`config.mk`:
```
export PLATFORM = sky130hd
export DESIGN_NAME = modular_inverse_euclid
export DESIGN_NICKNAME = d
export VERILOG_FILES = /design/src/mie_pkg.sv /design/src/modular_inverse_euclid.sv
export SDC_FILE = /design/constraint.sdc
export NUM_CORES = 2
export LEC_CHECK = 0
export BUFFER_PORTS_ARGS = -buffer_cell sky130_fd_sc_hd__buf_2
export CAP_MARGIN = 30
export CORE_AREA = 2 2 314 316
export CTS_CLUSTER_SIZE = 40
export DETAILED_ROUTE_END_ITERATION = 10
export DIE_AREA = 0 0 316 318
export MAX_ROUTING_LAYER = met4
export SETUP_SLACK_MARGIN = 0.05
export SLEW_MARGIN = 15
export SYNTH_ARGS = -nofsm -noshare
export SYNTH_HDL_FRONTEND = slang
export SYNTH_SLANG_ARGS = --single-unit
```
`constraint.sdc`:
```
create_clock -name i_clk -period 23 [get_ports i_clk]
set_input_delay 4.6 -clock i_clk [delete_from_list [all_inputs] [get_ports i_clk]]
set_output_delay 4.6 -clock i_clk [all_outputs]
set_load 0.05 [all_outputs]
```
`src/mie_pkg.sv`:
```
// package for the modular inverse block: widths and sequencer states
// no dependencies
package mie_pkg;

    // width of every port field
    localparam int DATA_W = 64;
    // default operand width
    localparam int DEF_WIDTH = 64;

    // sequencer states, one-hot
    typedef enum logic [4:0] {
        ST_IDLE   = 5'b00001,
        ST_REDUCE = 5'b00010,
        ST_CHECK  = 5'b00100,
        ST_DIV    = 5'b01000,
        ST_UPDATE = 5'b10000
    } t_state;

endpackage

```
`src/modular_inverse_euclid.sv`:
```
// An item is reduced by the modulus, then runs Euclid steps (check, divide, update) until
// the new remainder is zero, when the result strobe is raised; at most about 93 steps for
// 64-bit operands. One restoring divider, one quotient bit per cycle, is shared by the
// initial reduction and every step. Throughput: one item at a time; busy is high from
// accept until the result strobe; a zero modulus answers in the next cycle with busy low.
// Reset (synchronous, active low) clears the sequencer and sets the modulus to one.
// top level of the modular inverse block, extended Euclid on a shared divider
// depends on mie_pkg
module modular_inverse_euclid #(
    parameter int WIDTH = mie_pkg::DEF_WIDTH
) (
    input  logic                        i_clk,
    input  logic                        i_rst_n,
    input  logic                        start,
    output logic                        busy,
    input  logic [mie_pkg::DATA_W-1:0]  i_value,
    input  logic                        i_cfg_valid,
    output logic                        o_cfg_ready,
    input  logic [mie_pkg::DATA_W-1:0]  i_cfg_data,
    output logic                        o_valid,
    output logic [mie_pkg::DATA_W-1:0]  o_inverse,
    output logic                        o_not_invertible
);
    import mie_pkg::*;

    localparam int CNT_W = $clog2(WIDTH + 1);

    t_state             r_state, n_state;
    logic [WIDTH-1:0]   r_mod;
    logic [WIDTH-1:0]   r_m, n_m;
    logic [WIDTH-1:0]   r_r, n_r;
    logic [WIDTH-1:0]   r_nr, n_nr;
    logic [WIDTH-1:0]   r_t, n_t;
    logic [WIDTH-1:0]   r_nt, n_nt;
    logic               r_tneg, n_tneg;
    logic [WIDTH-1:0]   r_rem, n_rem;
    logic [WIDTH-1:0]   r_quo, n_quo;
    logic [WIDTH-1:0]   r_acc, n_acc;
    logic [CNT_W-1:0]   r_cnt, n_cnt;
    logic               r_valid, n_valid;
    logic [DATA_W-1:0]  r_inv, n_inv;
    logic               r_flag, n_flag;

    // shared divider datapath
    logic [WIDTH:0]     shift_rem;
    logic [WIDTH:0]     trial;
    logic               qbit;
    logic [WIDTH-1:0]   den;
    logic [WIDTH:0]     acc_next;
    logic [WIDTH-1:0]   tmod;
    logic [WIDTH-1:0]   res;

    // divisor is the modulus while reducing, the new remainder while stepping
    assign den       = (r_state == ST_REDUCE) ? r_m : r_nr;
    assign shift_rem = {r_rem, r_quo[WIDTH-1]};
    assign trial     = shift_rem - {1'b0, den};
    assign qbit      = ~trial[WIDTH];
    // coefficient product accumulated one quotient bit at a time
    assign acc_next  = {r_acc, 1'b0} + (qbit ? {1'b0, r_nt} : '0);

    // final normalization, coefficient magnitude never exceeds the modulus
    assign tmod = (r_t == r_m) ? '0 : r_t;
    assign res  = (!r_tneg && tmod != '0) ? (r_m - tmod) : tmod;

    // sequencer
    always_comb begin
        n_state = r_state;
        n_m     = r_m;
        n_r     = r_r;
        n_nr    = r_nr;
        n_t     = r_t;
        n_nt    = r_nt;
        n_tneg  = r_tneg;
        n_rem   = r_rem;
        n_quo   = r_quo;
        n_acc   = r_acc;
        n_cnt   = r_cnt;
        n_valid = 1'b0;
        n_inv   = r_inv;
        n_flag  = r_flag;
        case (r_state)
            ST_IDLE: begin
                if (start) begin
                    n_m = r_mod;
                    if (r_mod == '0) begin
                        n_valid = 1'b1;
                        n_inv   = '0;
                        n_flag  = 1'b1;
                    end else begin
                        n_quo   = i_value[WIDTH-1:0];
                        n_rem   = '0;
                        n_cnt   = '0;
                        n_state = ST_REDUCE;
                    end
                end
            end
            ST_REDUCE: begin
                n_rem = qbit ? trial[WIDTH-1:0] : shift_rem[WIDTH-1:0];
                n_quo = {r_quo[WIDTH-2:0], qbit};
                n_cnt = r_cnt + 1'b1;
                if (r_cnt == CNT_W'(WIDTH - 1)) begin
                    n_nr    = qbit ? trial[WIDTH-1:0] : shift_rem[WIDTH-1:0];
                    n_r     = r_m;
                    n_t     = '0;
                    n_nt    = WIDTH'(1);
                    n_tneg  = 1'b0;
                    n_state = ST_CHECK;
                end
            end
            ST_CHECK: begin
                if (r_nr == '0) begin
                    n_valid = 1'b1;
                    n_state = ST_IDLE;
                    if (r_r != WIDTH'(1)) begin
                        n_inv  = '0;
                        n_flag = 1'b1;
                    end else begin
                        n_inv  = DATA_W'(res);
                        n_flag = 1'b0;
                    end
                end else begin
                    n_quo   = r_r;
                    n_rem   = '0;
                    n_acc   = '0;
                    n_cnt   = '0;
                    n_state = ST_DIV;
                end
            end
            ST_DIV: begin
                n_rem = qbit ? trial[WIDTH-1:0] : shift_rem[WIDTH-1:0];
                n_quo = {r_quo[WIDTH-2:0], qbit};
                n_acc = acc_next[WIDTH-1:0];
                n_cnt = r_cnt + 1'b1;
                if (r_cnt == CNT_W'(WIDTH - 1)) begin
                    n_state = ST_UPDATE;
                end
            end
            ST_UPDATE: begin
                // rotate remainder and coefficient pairs
                n_r     = r_nr;
                n_nr    = r_rem;
                n_t     = r_nt;
                n_nt    = r_acc + r_t;
                n_tneg  = ~r_tneg;
                n_state = ST_CHECK;
            end
            default: begin
                n_state = ST_IDLE;
            end
        endcase
    end

    // control registers
    always_ff @(posedge i_clk) begin
        if (!i_rst_n) begin
            r_state <= ST_IDLE;
            r_valid <= 1'b0;
            r_mod   <= WIDTH'(1);
        end else begin
            r_state <= n_state;
            r_valid <= n_valid;
            if (i_cfg_valid) begin
                r_mod <= i_cfg_data[WIDTH-1:0];
            end
        end
    end

    // datapath registers
    always_ff @(posedge i_clk) begin
        r_m    <= n_m;
        r_r    <= n_r;
        r_nr   <= n_nr;
        r_t    <= n_t;
        r_nt   <= n_nt;
        r_tneg <= n_tneg;
        r_rem  <= n_rem;
        r_quo  <= n_quo;
        r_acc  <= n_acc;
        r_cnt  <= n_cnt;
        r_inv  <= n_inv;
        r_flag <= n_flag;
    end

    assign busy             = (r_state != ST_IDLE);
    assign o_cfg_ready      = 1'b1;
    assign o_valid          = r_valid;
    assign o_inverse        = r_inv;
    assign o_not_invertible = r_flag;

endmodule

```
==> out/qor.csv <==
stage,metric,value,unit
finish,design_area,0.0481,mm²
finish,fin_util,0.494,
sta,period_share,0.392,
power_and_ir_drop,p_switching,0.00184,W
clocking,cts_setup_buffers,0,
sta,tns,0,ns
critical_path,critPathKind,reg2reg,
global_route,grt_max_degree,159,
sta,whs,0.464,ns
power_and_ir_drop,pwr-share-comb,0.375,
detailed_routing,drt-vias-per-instance,5.92,
placement,post-dp-hpwl,107,mm
floorplanning,io-pin-count,200,
detailed_routing,routed_wl,142,mm
power_and_ir_drop,seqPwrFrac,0.361,
synth,avgSynthCellArea,9.36,µm²
floorplanning,row_count,115,
detailed_routing,first_pass_iters,5,
floorplanning,start_util,0.446,
detailed_routing,wl_per_cell,23.5,µm
finish,nets,5095,
placement,place.port_buffers,198,
clocking,worstSkewPairLatency,0.67,ns
sta,period_needed,9.01,ns
synth,synth.cell_area,0.0434,mm²
power_and_ir_drop,power_density,101,mW/mm²
sta,hold_viol,0,
global_route,antenna_found_initial,5,
power_and_ir_drop,switching_share,0.381,
detailed_routing,antenna_left,0,
global_route,grt_pass1_vias,34330,
synth,synth_ff_type,edfxtp_1,
synth,ys_types,92,
sta,relSlewSlack,0.355,
finish,area_growth,10.8,%
sta,worst_slew_pin_slew,0.954,ns
critical_path,end_kind,flop,
clocking,htreeDepth,3,
power_and_ir_drop,power,0.00484,W
clocking,clkSinkCount,655,
job,drv_cap,0,
power_and_ir_drop,p_leak,19.3,nW
critical_path,cp.required,23.39,ns
power_and_ir_drop,clock_power_share,0.265,
placement,dpl-instance-area,0.0454,mm²
detailed_routing,drtIter0Drc,3497,
synth,synth_seq_cells,655,
synth,synth_edf_count,585,
clocking,clock_tree.buffer_depth,3,
placement,place.gp.congestion,0.983,
hold_path,hold_class,reg2reg,
finish,antenna_cells,0,
detailed_routing,post-route-drc-count,0,
synth,synthCells,4643,
global_route,track_usage,0.286,
sta,rsz0062_at_grt,no,
sta,setup_violations,0,
clocking,cts_tree,built,
synth,syn-num-nets,5032,
floorplanning,die_y,318,µm
power_and_ir_drop,vdd_drop_max,0.0773,mV
global_route,grt-ovfl-total,0,
finish,drive_gt1_frac,0.0858,
clocking,numCtsBuffers,76,
clocking,ctsHoldBuffers,0,
run_status,status,completed,
synth,async_flop_share,0,
global_route,grt_pass1_wl,213,mm
sta,slew_violations,0,
synth,seq_area_frac_synth,0.437,
clocking,cts_resized,0,
hold_path,holdPathStages,0,
critical_path,critPathArrivalTime,9.40,ns
detailed_routing,num_vias,35859,
critical_path,r2r_cells,27,
clocking,path_clk_slew,0.06,ns
sta,finClkSkew,0.0342,ns
floorplanning,die_x,316,µm
synth,yosysWarnings,0,
power_and_ir_drop,internal_power,0.00300,W
sta,max_freq,111,MHz
floorplanning,dieArea,0.100,mm²
floorplanning,core,0.0974,mm²
critical_path,cp_max_fo,53,
clocking,cts_root_buf,clkbuf_16,
critical_path,start_kind,flop,
==> routing by layer <==
layer / GRT usage / vias up / wire, µm
li1: - / 17062 / -
met1: 0.391 / 17408 / 64200
met2: 0.441 / 1160 / 64700
met3: 0.0363 / 229 / 8400
met4: 0.0888 / 0 / 4920
met5: - / - / 0
==> per-stage QoR <==
stage                     std cells  setup slack [ns]
after floorplan                4643              2.75
final                          6054             13.99
after global placement         5908             14.17
after detailed placement       5912             14.01
after CTS                      6051             13.97
after global routing           6054             13.39
==> cell usage in the layout, fill, tap and decap left out, types with 8 or more instances in the layout <==
cell type	n
nor2_1	437
nor2b_1	95
o21bai_1	64
o21ai_1	49
bufinv_16	11
mux2i_1	178
a41oi_1	8
o21a_1	41
a211oi_1	23
a21boi_0	14
clkinv_2	8
clkinvlp_4	11
edfxtp_1	585
nand4_1	112
o31ai_1	16
nand3_1	58
inv_1	88
a21oi_1	403
nor3b_1	11
buf_2	199
nor4_1	82
buf_4	29
xor2_1	79
or3_1	17
nand2_1	644
a31oi_1	41
xnor2_1	199
dfxtp_1	70
a211o_1	9
o21ai_0	164
a21o_1	148
and3_1	21
clkbuf_1	16
and2_1	151
a22oi_1	66
clkbuf_16	76
nor3_1	71
o211ai_1	12
nand2b_1	35
ha_1	253
==> state kept, by name, summed over array words and instances, names as in the netlist <==
name and count:
o_not_invertible 1, r_m 64, o_valid 1, r_cnt 7, r_r 64, r_quo 64, r_t 64, r_nr 64
r_acc 64, r_state 5, r_rem 64, r_nt 64, r_mod 64, o_inverse 64, r_tneg 1
==> logic make-up after synthesis <==
family / after synthesis / synth area share
buffers and inverters: 338 / 0.0311
AO/OA/AOI/OAI: 1155 / 0.168
multiplexers: 180 / 0.0415
flip-flops: 655 / 0.437
adder cells (fa/ha/maj): 257 / 0.0747
AND/OR/NAND/NOR: 1779 / 0.192
XOR/XNOR: 278 / 0.0560
other: 1 / 0.0000863
==> final cells by class <==
cell class | count | area (µm²)
clock buffer | 96 | 2020
timing repair buffer | 235 | 1370
tap | 1287 | 1610
multi-input combinational | 3650 | 23200
fill | 9188 | 49300
sequential | 655 | 19000
clock inverter | 43 | 599
inverter | 88 | 330
==> critical path, stage by stage, from the launching register on <==
cell,delay (ns)
dfxtp_1,0.33
nor4_1,0.76
nand2_4,0.56
o21ai_0,0.35
ha_1,0.21
inv_1,0.06
fa_1,0.44
a211oi_1,0.37
o21ai_2,0.16
o21ai_2,0.23
a2111oi_2,0.12
o211a_1,0.30
o2111ai_1,0.20
and4b_4,0.77
buf_4,0.61
and2_1,0.23
ha_1,0.27
a211oi_1,0.30
o21ai_0,0.17
a31oi_2,0.30
o21ai_1,0.22
o2111ai_1,0.54
a31oi_1,0.24
o211ai_1,0.37
and2_1,0.22
o21ai_1,0.09
xnor2_1,0.16
nor2_1,0.05
==> Yosys cell counts, drive strengths merged, types with 26 or more instances <==
master | instances | share of area
a211oi | 26 | 0.0048
a21o | 148 | 0.026
a21oi | 410 | 0.048
a22oi | 66 | 0.011
a31oi | 43 | 0.0065
and2 | 151 | 0.022
buf | 52 | 0.0064
clkbuf | 198 | 0.017
dfxtp | 70 | 0.032
edfxtp | 585 | 0.40
ha | 253 | 0.073
inv | 88 | 0.0076
mux2i | 178 | 0.041
nand2 | 647 | 0.056
nand2b | 35 | 0.0050
nand3 | 60 | 0.0070
nand4 | 112 | 0.016
nor2 | 440 | 0.038
nor2b | 96 | 0.014
nor3 | 72 | 0.0084
nor4 | 82 | 0.012
o21a | 41 | 0.0071
o21ai | 217 | 0.025
o21bai | 64 | 0.011
xnor2 | 199 | 0.040
xor2 | 79 | 0.016
==> final timing paths <==
path / start / endpoint / slack, ns
max: r_state[4] / r_acc[59] / 13.99
min: r_mod[16] / r_m[16] / 0.46
max reg2reg: r_state[4] / r_acc[59] / 13.99
min reg2reg: r_mod[16] / r_m[16] / 0.46
==> power groups by stage <==
stage	clock network [W]	logic (W)	registers (W)
after floorplan	0	0.00138	0.00172
after global placement	0	0.00177	0.00176
after detailed placement	0	0.00178	0.00176
after CTS	0.00130	0.00179	0.00174
after global routing	0.00135	0.00199	0.00176
final	0.00128	0.00181	0.00175
(Power assumes the default switching activity.)
